## config.mk

```make
export PLATFORM = sky130hd
export DESIGN_NAME = host_command_framer_flat
export DESIGN_NICKNAME = d
export VERILOG_FILES = /design/src/hw/rtl/hcf_pkg.sv /design/src/hw/rtl/hcf_ifs.sv /design/src/hw/rtl/hcf_front.sv /design/src/hw/rtl/hcf_queue.sv /design/src/hw/rtl/hcf_back.sv /design/src/hw/rtl/host_command_framer.sv /design/src/flat_wrapper.sv
export SDC_FILE = /design/constraint.sdc
export NUM_CORES = 1
export LEC_CHECK = 0
export BUFFER_PORTS_ARGS = -buffer_cell sky130_fd_sc_hd__clkbuf_2
export CAP_MARGIN = 20
export CORE_ASPECT_RATIO = 0.9
export CORE_MARGIN = 4
export CORE_UTILIZATION = 40
export CTS_CLUSTER_DIAMETER = 100
export DETAILED_ROUTE_END_ITERATION = 10
export GPL_TIMING_DRIVEN = 1
export HOLD_SLACK_MARGIN = 0.08
export PLACE_DENSITY = 0.67
export SETUP_SLACK_MARGIN = 0.1
export SLEW_MARGIN = 0
export SYNTH_ARGS = -nofsm -noshare
export SYNTH_HDL_FRONTEND = slang
export SYNTH_SLANG_ARGS = --single-unit
```

## constraint.sdc

```tcl
create_clock -name clk -period 13.3 [get_ports clk]
set_input_delay 2.66 -clock clk [delete_from_list [all_inputs] [get_ports clk]]
set_output_delay 2.66 -clock clk [all_outputs]
set_load 0.005 [all_outputs]
```

## src/hw/rtl/hcf_pkg.sv

```systemverilog
// Shared types, codes and constants of the host command framer.
// Used by every module of the block.
package hcf_pkg;

  localparam int unsigned SDRAM_BYTES_DEFAULT     = 67108864;
  localparam int unsigned DEFAULT_SAVE_AT_DEFAULT = 66846720;
  localparam int unsigned QUEUE_DEPTH_DEFAULT     = 4;

  // input operations
  localparam logic [1:0] OP_HOST = 2'd0;
  localparam logic [1:0] OP_DONE = 2'd1;
  localparam logic [1:0] OP_CPU  = 2'd2;

  // result kinds
  localparam logic [1:0] RES_BYTE  = 2'd0;
  localparam logic [1:0] RES_DMA   = 2'd1;
  localparam logic [1:0] RES_REPLY = 2'd2;

  localparam logic [7:0] CHAR_C = 8'h43;
  localparam logic [7:0] CHAR_M = 8'h4D;
  localparam logic [7:0] CHAR_D = 8'h44;
  localparam logic [7:0] CHAR_P = 8'h50;
  localparam logic [7:0] CHAR_E = 8'h45;
  localparam logic [7:0] CHAR_R = 8'h52;
  localparam logic [7:0] CHAR_W = 8'h57;
  localparam logic [7:0] CHAR_Q = 8'h51;

  // configuration item selectors
  localparam logic [31:0] SEL_SDRAM    = 32'd0;
  localparam logic [31:0] SEL_WRITABLE = 32'd1;
  localparam logic [31:0] SEL_DD       = 32'd2;
  localparam logic [31:0] SEL_SAVE     = 32'd3;
  localparam logic [31:0] SEL_CIC      = 32'd4;
  localparam logic [31:0] SEL_TV       = 32'd5;

  // save types
  localparam logic [7:0] SAVE_NONE      = 8'd0;
  localparam logic [7:0] SAVE_EEP_4K    = 8'd1;
  localparam logic [7:0] SAVE_EEP_16K   = 8'd2;
  localparam logic [7:0] SAVE_SRAM      = 8'd3;
  localparam logic [7:0] SAVE_FLASH     = 8'd4;
  localparam logic [7:0] SAVE_SRAM_BANK = 8'd5;
  localparam logic [7:0] SAVE_FLASH_ALT = 8'd6;

  localparam logic [31:0] FLASH_ALT_OFFSET = 32'h0160_8000;

  localparam int unsigned FLAG_SRAM_BIT   = 3;
  localparam int unsigned FLAG_BANKED_BIT = 4;
  localparam int unsigned FLAG_FLASH_BIT  = 5;

  typedef enum logic [1:0] {
    JOB_DMA,
    JOB_REPLY,
    JOB_TRAILER,
    JOB_QUERY
  } job_kind_t;

  // one unit of work for the back end; word_a and word_b depend on kind
  typedef struct packed {
    job_kind_t   kind;
    logic        err;
    logic        dma_write;
    logic [7:0]  command;
    logic [31:0] word_a;
    logic [31:0] word_b;
    logic [5:0]  flags;
    logic [31:0] save_addr;
  } job_t;

  typedef struct packed {
    logic valid;
    job_t job;
  } job_slot_t;

  typedef struct packed {
    logic [5:0]  flags;
    logic [2:0]  save_kind;
    logic [15:0] cic_kind;
    logic [7:0]  tv_kind;
    logic [31:0] save_addr;
  } cfg_state_t;

  function automatic logic [7:0] token_char(input logic [1:0] idx);
    logic [7:0] ch;
    case (idx)
      2'd0:    ch = CHAR_C;
      2'd1:    ch = CHAR_M;
      default: ch = CHAR_D;
    endcase
    return ch;
  endfunction

endpackage

```

## src/hw/rtl/hcf_ifs.sv

```systemverilog
// Channel interfaces of the host command framer: input items, results
// and the configuration write channel. Depends on nothing.
interface hcf_item_if;
  logic        valid;
  logic        ready;
  logic [1:0]  operation;
  logic [7:0]  rx_byte;
  logic [7:0]  req_cmd;
  logic [31:0] req_arg0;
  logic [31:0] req_arg1;

  modport source (output valid, operation, rx_byte, req_cmd, req_arg0, req_arg1,
                  input ready);
  modport sink (input valid, operation, rx_byte, req_cmd, req_arg0, req_arg1,
                output ready);
endinterface

interface hcf_result_if;
  logic        valid;
  logic        ready;
  logic [1:0]  kind;
  logic [7:0]  tx_byte;
  logic        last;
  logic [31:0] dma_addr;
  logic [31:0] dma_len;
  logic        dma_write;
  logic [31:0] reply_word0;
  logic [31:0] reply_word1;
  logic [5:0]  flags_now;
  logic [31:0] save_offset_now;

  modport source (output valid, kind, tx_byte, last, dma_addr, dma_len, dma_write,
                  reply_word0, reply_word1, flags_now, save_offset_now,
                  input ready);
  modport sink (input valid, kind, tx_byte, last, dma_addr, dma_len, dma_write,
                reply_word0, reply_word1, flags_now, save_offset_now,
                output ready);
endinterface

interface hcf_cfg_if;
  logic        valid;
  logic        ready;
  logic [31:0] data;

  modport source (output valid, data, input ready);
  modport sink (input valid, data, output ready);
endinterface

```

## src/hw/rtl/hcf_front.sv

```systemverilog
// Front end: accepts requests, tracks framing and configuration state,
// and posts a job for each request that yields results. Uses hcf_pkg.
module hcf_front import hcf_pkg::*; #(
  parameter int unsigned SDRAM_BYTES     = SDRAM_BYTES_DEFAULT,
  parameter int unsigned DEFAULT_SAVE_AT = DEFAULT_SAVE_AT_DEFAULT
) (
  input  logic          clk,
  input  logic          rst,
  hcf_cfg_if.sink       cfg,
  hcf_item_if.sink      item,
  input  logic          full,
  output job_slot_t     push
);

  localparam logic [31:0] DefaultOff = 32'(DEFAULT_SAVE_AT);
  localparam logic [31:0] Off512     = 32'(SDRAM_BYTES - 512);
  localparam logic [31:0] Off2k      = 32'(SDRAM_BYTES - 2048);
  localparam logic [31:0] Off32k     = 32'(SDRAM_BYTES - 32 * 1024);
  localparam logic [31:0] Off256k    = 32'(SDRAM_BYTES - 256 * 1024);
  localparam logic [31:0] Off96k     = 32'(SDRAM_BYTES - 3 * 32 * 1024);

  typedef enum logic [1:0] {
    PH_HUNT,
    PH_ARGS,
    PH_WAIT
  } phase_t;

  phase_t      phase, phase_next;
  logic [3:0]  byte_count, byte_count_next;
  logic [7:0]  command, command_next;
  logic [31:0] first_arg, first_arg_next;
  logic [31:0] second_arg, second_arg_next;
  logic [31:0] disk_offset;
  cfg_state_t  cfg_st, cfg_next;
  logic        accept;

  function automatic cfg_state_t cfg_update(input cfg_state_t c, input logic [31:0] sel,
                                            input logic [31:0] val);
    cfg_state_t r;
    logic [5:0] f;
    r = c;
    f = c.flags;
    f[FLAG_SRAM_BIT]   = 1'b0;
    f[FLAG_BANKED_BIT] = 1'b0;
    f[FLAG_FLASH_BIT]  = 1'b0;
    unique case (sel) inside
      SEL_SDRAM, SEL_WRITABLE, SEL_DD: r.flags[sel[1:0]] = (val != 32'd0);
      SEL_SAVE: begin
        r.flags = f;
        if (val[7:0] <= SAVE_FLASH_ALT) begin
          r.save_kind = val[2:0];
        end
        case (val[7:0])
          SAVE_NONE:    r.save_addr = DefaultOff;
          SAVE_EEP_4K:  r.save_addr = Off512;
          SAVE_EEP_16K: r.save_addr = Off2k;
          SAVE_SRAM: begin
            r.save_addr = Off32k;
            r.flags[FLAG_SRAM_BIT] = 1'b1;
          end
          SAVE_FLASH: begin
            r.save_addr = Off256k;
            r.flags[FLAG_FLASH_BIT] = 1'b1;
          end
          SAVE_SRAM_BANK: begin
            r.save_addr = Off96k;
            r.flags[FLAG_SRAM_BIT]   = 1'b1;
            r.flags[FLAG_BANKED_BIT] = 1'b1;
          end
          SAVE_FLASH_ALT: begin
            r.save_addr = FLASH_ALT_OFFSET;
            r.flags[FLAG_FLASH_BIT] = 1'b1;
          end
          default: ;
        endcase
      end
      SEL_CIC: r.cic_kind = val[15:0];
      SEL_TV:  r.tv_kind  = val[7:0];
      default: ;
    endcase
    return r;
  endfunction

  assign item.ready = !full;
  assign cfg.ready  = 1'b1;
  assign accept     = item.valid && !full;

  always_comb begin
    phase_next      = phase;
    byte_count_next = byte_count;
    command_next    = command;
    first_arg_next  = first_arg;
    second_arg_next = second_arg;
    cfg_next        = cfg_st;
    push            = '0;
    push.job.kind   = JOB_TRAILER;

    if (accept) begin
      unique case (item.operation)
        OP_HOST: begin
          unique case (phase)
            PH_HUNT: begin
              if (byte_count >= 4'd3) begin
                command_next    = item.rx_byte;
                first_arg_next  = '0;
                second_arg_next = '0;
                byte_count_next = '0;
                phase_next      = PH_ARGS;
              end else if (item.rx_byte != token_char(byte_count[1:0])) begin
                // restart the match; this byte is not retried as the first char
                byte_count_next = '0;
              end else begin
                byte_count_next = byte_count + 4'd1;
              end
            end
            PH_ARGS: begin
              if (!byte_count[2]) begin
                first_arg_next = {first_arg[23:0], item.rx_byte};
              end else begin
                second_arg_next = {second_arg[23:0], item.rx_byte};
              end
              byte_count_next = byte_count + 4'd1;
              if (byte_count == 4'd7) begin
                byte_count_next  = '0;
                push.valid       = 1'b1;
                push.job.command = command;
                if (command == CHAR_R || command == CHAR_W) begin
                  phase_next         = PH_WAIT;
                  push.job.kind      = JOB_DMA;
                  push.job.dma_write = (command == CHAR_W);
                  push.job.word_a    = first_arg;
                  push.job.word_b    = second_arg_next;
                end else begin
                  phase_next = PH_HUNT;
                  if (command == CHAR_C) begin
                    cfg_next = cfg_update(cfg_st, first_arg, second_arg_next);
                  end else if (command == CHAR_Q) begin
                    push.job.kind   = JOB_QUERY;
                    push.job.word_a = {cfg_st.cic_kind, 2'b00, cfg_st.tv_kind[1:0], 1'b0,
                                       cfg_st.save_kind, 2'b00, cfg_st.flags};
                    push.job.word_b = disk_offset;
                  end else begin
                    push.job.err = 1'b1;
                  end
                end
              end
            end
            PH_WAIT: ;
            default: begin
              phase_next      = PH_HUNT;
              byte_count_next = '0;
            end
          endcase
        end
        OP_DONE: begin
          if (phase == PH_WAIT) begin
            phase_next       = PH_HUNT;
            byte_count_next  = '0;
            push.valid       = 1'b1;
            push.job.command = command;
          end else if (phase != PH_HUNT && phase != PH_ARGS) begin
            phase_next      = PH_HUNT;
            byte_count_next = '0;
          end
        end
        OP_CPU: begin
          push.valid    = 1'b1;
          push.job.kind = JOB_REPLY;
          if (item.req_cmd == CHAR_C) begin
            cfg_next        = cfg_update(cfg_st, item.req_arg0, item.req_arg1);
            push.job.word_a = {21'd0, cfg_next.save_kind, 5'd0, cfg_next.flags[2:0]};
            push.job.word_b = {8'd0, cfg_next.tv_kind, cfg_next.cic_kind};
          end else begin
            push.job.word_a = '1;
            push.job.word_b = '1;
          end
        end
        default: ;
      endcase
    end
    push.job.flags     = cfg_next.flags;
    push.job.save_addr = cfg_next.save_addr;
  end

  always_ff @(posedge clk) begin
    if (rst) begin
      phase                 <= PH_HUNT;
      byte_count            <= '0;
      command               <= '0;
      first_arg             <= '0;
      second_arg            <= '0;
      disk_offset           <= '0;
      cfg_st.flags          <= '0;
      cfg_st.save_kind      <= '0;
      cfg_st.cic_kind       <= 16'hFFFF;
      cfg_st.tv_kind        <= 8'hFF;
      cfg_st.save_addr      <= DefaultOff;
    end else begin
      phase      <= phase_next;
      byte_count <= byte_count_next;
      command    <= command_next;
      first_arg  <= first_arg_next;
      second_arg <= second_arg_next;
      cfg_st     <= cfg_next;
      if (cfg.valid) begin
        disk_offset <= cfg.data;
      end
    end
  end

endmodule

```

## src/hw/rtl/hcf_queue.sv

```systemverilog
// Job queue between front and back end: a small first-in first-out
// buffer of job_t with the head shown ahead. Uses hcf_pkg.
module hcf_queue import hcf_pkg::*; #(
  parameter int unsigned DEPTH = QUEUE_DEPTH_DEFAULT
) (
  input  logic      clk,
  input  logic      rst,
  input  job_slot_t push,
  input  logic      pop,
  output job_slot_t head,
  output logic      full
);

  localparam int unsigned PtrW = (DEPTH > 1) ? $clog2(DEPTH) : 1;
  localparam int unsigned CntW = $clog2(DEPTH + 1);

  job_t            mem [DEPTH];
  logic [PtrW-1:0] wr_ptr, rd_ptr;
  logic [CntW-1:0] count;

  function automatic logic [PtrW-1:0] ptr_inc(input logic [PtrW-1:0] p);
    return (p == PtrW'(DEPTH - 1)) ? '0 : p + 1'b1;
  endfunction

  assign full       = (count == CntW'(DEPTH));
  assign head.valid = (count != '0);
  assign head.job   = mem[rd_ptr];

  always_ff @(posedge clk) begin
    if (push.valid) begin
      mem[wr_ptr] <= push.job;
    end
  end

  always_ff @(posedge clk) begin
    if (rst) begin
      wr_ptr <= '0;
      rd_ptr <= '0;
      count  <= '0;
    end else begin
      if (push.valid) begin
        wr_ptr <= ptr_inc(wr_ptr);
      end
      if (pop) begin
        rd_ptr <= ptr_inc(rd_ptr);
      end
      case ({push.valid, pop})
        2'b10:   count <= count + 1'b1;
        2'b01:   count <= count - 1'b1;
        default: ;
      endcase
    end
  end

endmodule

```

## src/hw/rtl/hcf_back.sv

```systemverilog
// Back end: expands the queue head job into registered results, one per
// cycle unless the sink stalls. Uses hcf_pkg and hcf_result_if.
module hcf_back import hcf_pkg::*; (
  input  logic          clk,
  input  logic          rst,
  input  job_slot_t     head,
  output logic          pop,
  hcf_result_if.source  result
);

  logic        out_valid;
  logic [3:0]  idx;
  logic        step;
  logic        is_last;
  logic [1:0]  r_kind;
  logic [7:0]  r_byte;
  logic [7:0]  trailer_byte;
  logic [7:0]  query_byte;
  job_t        j;

  assign j       = head.job;
  assign step    = head.valid && (!out_valid || result.ready);
  assign pop     = step && is_last;
  assign result.valid = out_valid;

  always_comb begin
    unique case (j.kind)
      JOB_TRAILER: is_last = (idx == 4'd3);
      JOB_QUERY:   is_last = (idx == 4'd15);
      default:     is_last = 1'b1;
    endcase
  end

  // trailer position is idx mod 4, also after the twelve query bytes
  always_comb begin
    case (idx[1:0])
      2'd0:    trailer_byte = j.err ? CHAR_E : CHAR_C;
      2'd1:    trailer_byte = j.err ? CHAR_R : CHAR_M;
      2'd2:    trailer_byte = j.err ? CHAR_R : CHAR_P;
      default: trailer_byte = j.command;
    endcase
  end

  always_comb begin
    case (idx)
      4'd0:    query_byte = j.word_a[31:24];
      4'd1:    query_byte = j.word_a[23:16];
      4'd2:    query_byte = j.word_a[15:8];
      4'd3:    query_byte = j.word_a[7:0];
      4'd4:    query_byte = j.save_addr[31:24];
      4'd5:    query_byte = j.save_addr[23:16];
      4'd6:    query_byte = j.save_addr[15:8];
      4'd7:    query_byte = j.save_addr[7:0];
      4'd8:    query_byte = j.word_b[31:24];
      4'd9:    query_byte = j.word_b[23:16];
      4'd10:   query_byte = j.word_b[15:8];
      4'd11:   query_byte = j.word_b[7:0];
      default: query_byte = trailer_byte;
    endcase
  end

  always_comb begin
    unique case (j.kind)
      JOB_DMA:   r_kind = RES_DMA;
      JOB_REPLY: r_kind = RES_REPLY;
      default:   r_kind = RES_BYTE;
    endcase
    unique case (j.kind)
      JOB_TRAILER: r_byte = trailer_byte;
      JOB_QUERY:   r_byte = query_byte;
      default:     r_byte = '0;
    endcase
  end

  always_ff @(posedge clk) begin
    if (rst) begin
      out_valid <= 1'b0;
      idx       <= '0;
    end else if (step) begin
      out_valid <= 1'b1;
      idx       <= is_last ? '0 : idx + 4'd1;
    end else if (result.ready) begin
      out_valid <= 1'b0;
    end
  end

  always_ff @(posedge clk) begin
    if (step) begin
      result.kind            <= r_kind;
      result.tx_byte         <= r_byte;
      result.last            <= is_last;
      result.dma_addr        <= (j.kind == JOB_DMA) ? j.word_a : '0;
      result.dma_len         <= (j.kind == JOB_DMA) ? j.word_b : '0;
      result.dma_write       <= (j.kind == JOB_DMA) && j.dma_write;
      result.reply_word0     <= (j.kind == JOB_REPLY) ? j.word_a : '0;
      result.reply_word1     <= (j.kind == JOB_REPLY) ? j.word_b : '0;
      result.flags_now       <= j.flags;
      result.save_offset_now <= j.save_addr;
    end
  end

endmodule

```

## src/hw/rtl/host_command_framer.sv

```systemverilog
// Host command framer. Requests are taken at one per cycle whenever the
// internal job queue (QUEUE_DEPTH entries) has room; framing and
// configuration updates finish in the cycle a request is accepted. Results
// leave through a registered output at one per cycle while the sink is
// ready: a DMA start or CPU reply is one result, a command trailer four, a
// query sixteen, so the output port sets the sustained rate and the queue
// absorbs bursts. The disk offset write channel is always ready.
module host_command_framer import hcf_pkg::*; #(
  parameter int unsigned SDRAM_BYTES     = SDRAM_BYTES_DEFAULT,
  parameter int unsigned DEFAULT_SAVE_AT = DEFAULT_SAVE_AT_DEFAULT,
  parameter int unsigned QUEUE_DEPTH     = QUEUE_DEPTH_DEFAULT
) (
  input  logic          clk,
  input  logic          rst,
  hcf_cfg_if.sink       cfg,
  hcf_item_if.sink      item,
  hcf_result_if.source  result
);

  job_slot_t push;
  job_slot_t head;
  logic      pop;
  logic      full;

  hcf_front #(
    .SDRAM_BYTES     (SDRAM_BYTES),
    .DEFAULT_SAVE_AT (DEFAULT_SAVE_AT)
  ) u_front (
    .clk  (clk),
    .rst  (rst),
    .cfg  (cfg),
    .item (item),
    .full (full),
    .push (push)
  );

  hcf_queue #(
    .DEPTH (QUEUE_DEPTH)
  ) u_queue (
    .clk  (clk),
    .rst  (rst),
    .push (push),
    .pop  (pop),
    .head (head),
    .full (full)
  );

  hcf_back u_back (
    .clk    (clk),
    .rst    (rst),
    .head   (head),
    .pop    (pop),
    .result (result)
  );

`ifndef NO_ASSERTIONS
  a_no_overflow: assert property (@(posedge clk) disable iff (rst)
    push.valid |-> !full)
    else $error("job posted into a full queue");

  a_single_last: assert property (@(posedge clk) disable iff (rst)
    (result.valid && (result.kind == RES_DMA || result.kind == RES_REPLY)) |-> result.last)
    else $error("DMA start or CPU reply not marked last");

  a_reset_idle: assert property (@(posedge clk)
    rst |=> !result.valid)
    else $error("result valid right after reset");
`endif

endmodule
```

## src/flat_wrapper.sv

```systemverilog
// flat-port wrapper written by rule: the top's interface ports become plain ports
module host_command_framer_flat import hcf_pkg::*;
#(
  parameter int unsigned SDRAM_BYTES     = SDRAM_BYTES_DEFAULT,
  parameter int unsigned DEFAULT_SAVE_AT = DEFAULT_SAVE_AT_DEFAULT,
  parameter int unsigned QUEUE_DEPTH     = QUEUE_DEPTH_DEFAULT
)
  (clk, rst, cfg_valid, cfg_data, cfg_ready, item_valid, item_operation, item_rx_byte, item_req_cmd, item_req_arg0, item_req_arg1, item_ready, result_valid, result_kind, result_tx_byte, result_last, result_dma_addr, result_dma_len, result_dma_write, result_reply_word0, result_reply_word1, result_flags_now, result_save_offset_now, result_ready);
  hcf_cfg_if cfg_i ();
  hcf_item_if item_i ();
  hcf_result_if result_i ();
  input  logic clk;
  input  logic rst;
  input wire logic [$bits(cfg_i.valid)-1:0] cfg_valid;
  input wire logic [$bits(cfg_i.data)-1:0] cfg_data;
  output wire logic [$bits(cfg_i.ready)-1:0] cfg_ready;
  input wire logic [$bits(item_i.valid)-1:0] item_valid;
  input wire logic [$bits(item_i.operation)-1:0] item_operation;
  input wire logic [$bits(item_i.rx_byte)-1:0] item_rx_byte;
  input wire logic [$bits(item_i.req_cmd)-1:0] item_req_cmd;
  input wire logic [$bits(item_i.req_arg0)-1:0] item_req_arg0;
  input wire logic [$bits(item_i.req_arg1)-1:0] item_req_arg1;
  output wire logic [$bits(item_i.ready)-1:0] item_ready;
  output wire logic [$bits(result_i.valid)-1:0] result_valid;
  output wire logic [$bits(result_i.kind)-1:0] result_kind;
  output wire logic [$bits(result_i.tx_byte)-1:0] result_tx_byte;
  output wire logic [$bits(result_i.last)-1:0] result_last;
  output wire logic [$bits(result_i.dma_addr)-1:0] result_dma_addr;
  output wire logic [$bits(result_i.dma_len)-1:0] result_dma_len;
  output wire logic [$bits(result_i.dma_write)-1:0] result_dma_write;
  output wire logic [$bits(result_i.reply_word0)-1:0] result_reply_word0;
  output wire logic [$bits(result_i.reply_word1)-1:0] result_reply_word1;
  output wire logic [$bits(result_i.flags_now)-1:0] result_flags_now;
  output wire logic [$bits(result_i.save_offset_now)-1:0] result_save_offset_now;
  input wire logic [$bits(result_i.ready)-1:0] result_ready;
  assign cfg_i.valid = cfg_valid;
  assign cfg_i.data = cfg_data;
  assign cfg_ready = cfg_i.ready;
  assign item_i.valid = item_valid;
  assign item_i.operation = item_operation;
  assign item_i.rx_byte = item_rx_byte;
  assign item_i.req_cmd = item_req_cmd;
  assign item_i.req_arg0 = item_req_arg0;
  assign item_i.req_arg1 = item_req_arg1;
  assign item_ready = item_i.ready;
  assign result_valid = result_i.valid;
  assign result_kind = result_i.kind;
  assign result_tx_byte = result_i.tx_byte;
  assign result_last = result_i.last;
  assign result_dma_addr = result_i.dma_addr;
  assign result_dma_len = result_i.dma_len;
  assign result_dma_write = result_i.dma_write;
  assign result_reply_word0 = result_i.reply_word0;
  assign result_reply_word1 = result_i.reply_word1;
  assign result_flags_now = result_i.flags_now;
  assign result_save_offset_now = result_i.save_offset_now;
  assign result_i.ready = result_ready;
  host_command_framer #(.SDRAM_BYTES(SDRAM_BYTES), .DEFAULT_SAVE_AT(DEFAULT_SAVE_AT), .QUEUE_DEPTH(QUEUE_DEPTH)) u_core (.clk(clk), .rst(rst), .cfg(cfg_i), .item(item_i), .result(result_i));
endmodule
```

==> impl_results.md <==
- Status: completed
- Slew headroom: 0.1836
- Core Region: 84920 sq um
- Cts repair resizes: 0
- Combinational power share: 0.107
- ANT nets after route: 0
- Dominant combinational cell family by area after synthesis: simple AND/OR/NAND/NOR gates
- Post-synth top area share: 0.5521
- Pin count of the biggest net entering global routing: 87
- Most frequent cells in the layout: edfxtp_1, clkbuf_2, nor2_1
- Pleak: 13.81 nW
- CP arrival: 6.63 ns
- Total CTS buffers: 86
- Setup_tns: 0 ns
- P&R area growth vs syn: 16.65%
- Final #Nets: 2902
- Final Slew Violations: 0
- Fmax: 157.0 MHz
- Post-synth EDFFs: 634
- Die area: 90970 sq um
- Multiplexer share of the synthesized area: 0.1052
- Gpl congestion: 0.9162
- Initial antenna violation count: 8
- XOR/XNOR share of the synthesized area: 0.002540
- First-pass GRT wire length: 148300 microns
- Register area share after synthesis: 0.6619
- Min Tclk post-route: 6.369 ns
- Post-Synth Simple-Gate Area: 0.1190
- Clock power frac: 0.406
- Pwr per Cell Area: 153.9 nW/um^2
- CTS Sinks: 823
- Drt first pass iters: 6
- Total buffers and inverters traversed by the critical path: 4
- # setup viols final: 0
- Kind of critical path: in2reg
- Worst r2r dst: u_core.u_queue.mem[2][107]$_DFFE_PP_
- Final Power: 0.006192 W
- Initial Util: 0.4060
- NetSw: 0.001512 W
- Crit-path max cell delay: 0.90 ns
- Avg WL per Cell: 25.38 microns
- Hold path depth: 1
- Cell mode on critical path: buf_4
- Vias per inst: 5.805
- Vias: 23069
- CP cell instances: clkbuf_2, nand2_1, nor3_1, nor2_1, buf_4, nor2b_4, buf_4, buf_4
- Final wirelength: 100900 microns
- Least-Margin Pin Slew: 1.214 ns
- Setup crit start kind: primary input
- Syn Area/Cell: 13.72 sq um
- I/O Pins: 300
- Synth cell types: 84
- Post-synth top area cell: edfxtp_1
- Peak supply drop: 98.64 uV
- Post-synthesis async set-or-reset flop share: 0
- Clock Skews: 0.05202 ns
- Prevailing post-synth register cell: edfxtp_1
- Post-synthesis cell count: 2513
- Kind of cell adding the most delay to the critical path: simple AND/OR/NAND/NOR gates
- Syn nets: 2646
- CTS tree: yes
- Post-Syn Area: 34480 sq um
- Overall routing resource usage: 0.2153
- Port buffer count: 298
- Adder-Cell Fraction of Synth Area: 0.005298
- Seq. cell area: 22830 sq um
- Yosys Warn Count: 0
- Crit-path max FO: 61
- H-tree levels: 3
- Hold EP: u_core.u_front.cfg_st[24]$_SDFF_PP1_
- CP required: 13.56 ns
- Synthesis-stage register bit count: 823
- Number of DRC markers in iteration 0: 3105
- Skew-Pair Late Insertion Delay: 0.66 ns
- Final hold viol count: 0
- Row cnt: 101
- RSZ-0062 raised after global routing: no
- Crit share post-route: 0.4789
- Sequential Power Share: 0.487
- Global route overflow: 0
- Hold Path Class: reg2reg
- Drc violations: 0
- Max-Cap Viols: 0
- Synth area leaders: edfxtp_1, dfxtp_1, mux4_2, and2_1, a21oi_1
- CTS clock-pin slew for the worst setup and hold paths: 0.06 ns
- Register-to-Register Path Depth: 10
- Area occupied by multi-input gates: 11010 sq um
- HP Start: u_core.u_front.cfg_st[24]$_SDFF_PP1_
- Synth Area in Compound Gates: 0.08379
- Setup Fix Bufs, Post-CTS: 0
- R2r startpoint: u_core.u_front.phase[0]$_SDFFE_PP0P_
- Hold_buf cts: 0
- Flop-to-flop setup slack: 8.23 ns
- Clock buffer depth: 3
- Die Wd: 317.5 microns
- Slowest stage cell, crit path: nor3_1
- Switching part of the total power: 0.2443
- Filler Cell Count: 7365
- Internal: 0.004679 W
- Number of global-route vias before repair: 22190
- Most common cell after layout, fill and taps aside: edfxtp_1
- Post-DP HPWL: 70120 microns
- Utilization after layout: 0.4736
- Fraction of layout cells with a size suffix above 1: 0.2356
- Root buf cell: clkbuf_16
- Die Span Y: 286.5 microns
- CP Capture Type: register
[layer usage]
layer  global-route usage  share of wire  vias to the layer above
met5                    0        0.00025                        -
met4              0.07430          0.037                        4
met3              0.04428          0.091                      196
met2               0.3299           0.45                     1275
met1               0.3069           0.42                    11453
li1                     -              -                    10141
[area by class of cell]
class,instances,area share
Clock buffer,104,0.05646
Clock inverter,54,0.01820
Tap cell,1133,0.03525
Sequential cell,823,0.5676
Inverter,23,0.002146
Antenna cell,2,0.0001244
Timing Repair Buffer,343,0.04635
Multi-Input combinational cell,1492,0.2738
[kinds of logic (layout without fill, tap and decap cells)]
logic type                 count (synthesis)  count (layout)
other                                      1               3
muxes                                    217             217
DFF                                      823             823
AOI/OAI and AO/OA                        442             442
and+or+nand+nor                          808             808
buffers and inverters                    198             524
xor gates and xnor gates                  10              10
adders and majority gates                 14              14
[sequential cells by signal, indices dropped and copies added, names as in the netlist, named ones only]
name,flops
u_core.u_back.result.last,1
u_core.u_back.result.valid,1
u_core.u_front.second_arg,32
u_core.u_queue.count,3
u_core.u_back.result.dma_len,32
u_core.u_queue.rd_ptr,2
u_core.u_back.result.tx_byte,8
u_core.u_back.result.flags_now,6
u_core.u_back.result.save_offset_now,32
u_core.u_back.result.dma_addr,32
u_core.u_front.disk_offset,32
u_core.u_back.result.dma_write,1
u_core.u_front.byte_count,4
u_core.u_front.cfg_st,65
u_core.u_front.phase,2
u_core.u_back.result.reply_word0,32
u_core.u_queue.wr_ptr,2
u_core.u_back.idx,4
u_core.u_front.command,8
u_core.u_queue.mem,456
u_core.u_back.result.reply_word1,32
u_core.u_back.result.kind,2
u_core.u_front.first_arg,32
[power groups by stage]
stage                     registers [W]  logic, W  clock network [W]
after global routing            0.00303  0.000716            0.00267
final                           0.00301  0.000664            0.00251
after detailed placement        0.00307  0.000669                  0
after floorplan                 0.00309  0.000343                  0
after CTS                       0.00302  0.000671            0.00256
after global placement          0.00307  0.000661                  0
[cells in the mapped netlist, types with 19 or more instances]
cell      count
a21oi_1     150
a221oi_1     47
a22oi_1      48
a31oi_1      34
and2_1      166
and3_1       28
clkbuf_1    146
dfxtp_1     189
edfxtp_1    634
inv_1        22
mux2_2       40
mux2i_1      63
mux4_2      112
nand2_1     188
nand3_1      67
nor2_1      196
nor3_1       28
nor4_1       28
o21ai_0      58
or3_1        19
[worst max-delay path by stage]
stage,from,to,slack [ns],depth (start not counted)
finish,item_valid,u_core.u_queue.mem[2][107]$_DFFE_PP_,6.93,8
global route,item_valid,u_core.u_queue.mem[2][35]$_DFFE_PP_,6.68,8
CTS,item_valid,u_core.u_queue.mem[2][33]$_DFFE_PP_,6.95,8
detailed placement,item_valid,u_core.u_queue.mem[2][34]$_DFFE_PP_,6.29,8
global placement,item_valid,u_core.u_queue.mem[2][110]$_DFFE_PP_,6.39,8
floorplan,result_ready,u_core.u_queue.count[2]$_SDFFE_PP0P_,3.80,10
[stage by stage]
| step | hold WS, ns | instances | setup slack [ns] | area [sq um] |
|---|---|---|---|---|
| 2_1_floorplan | 0.4013 | 2513 | 3.796 | 34480 |
| 3_3_place_gp | 0.4134 | 3808 | 6.390 | 37150 |
| 3_5_place_dp | 0.4199 | 3810 | 6.288 | 37160 |
| 4_1_cts | 0.4341 | 3968 | 6.950 | 40160 |
| 5_1_grt | 0.4505 | 3973 | 6.677 | 40220 |
| 6_report | 0.4375 | 3974 | 6.931 | 40220 |
No activity file was read; power rests on OpenSTA's default activity.
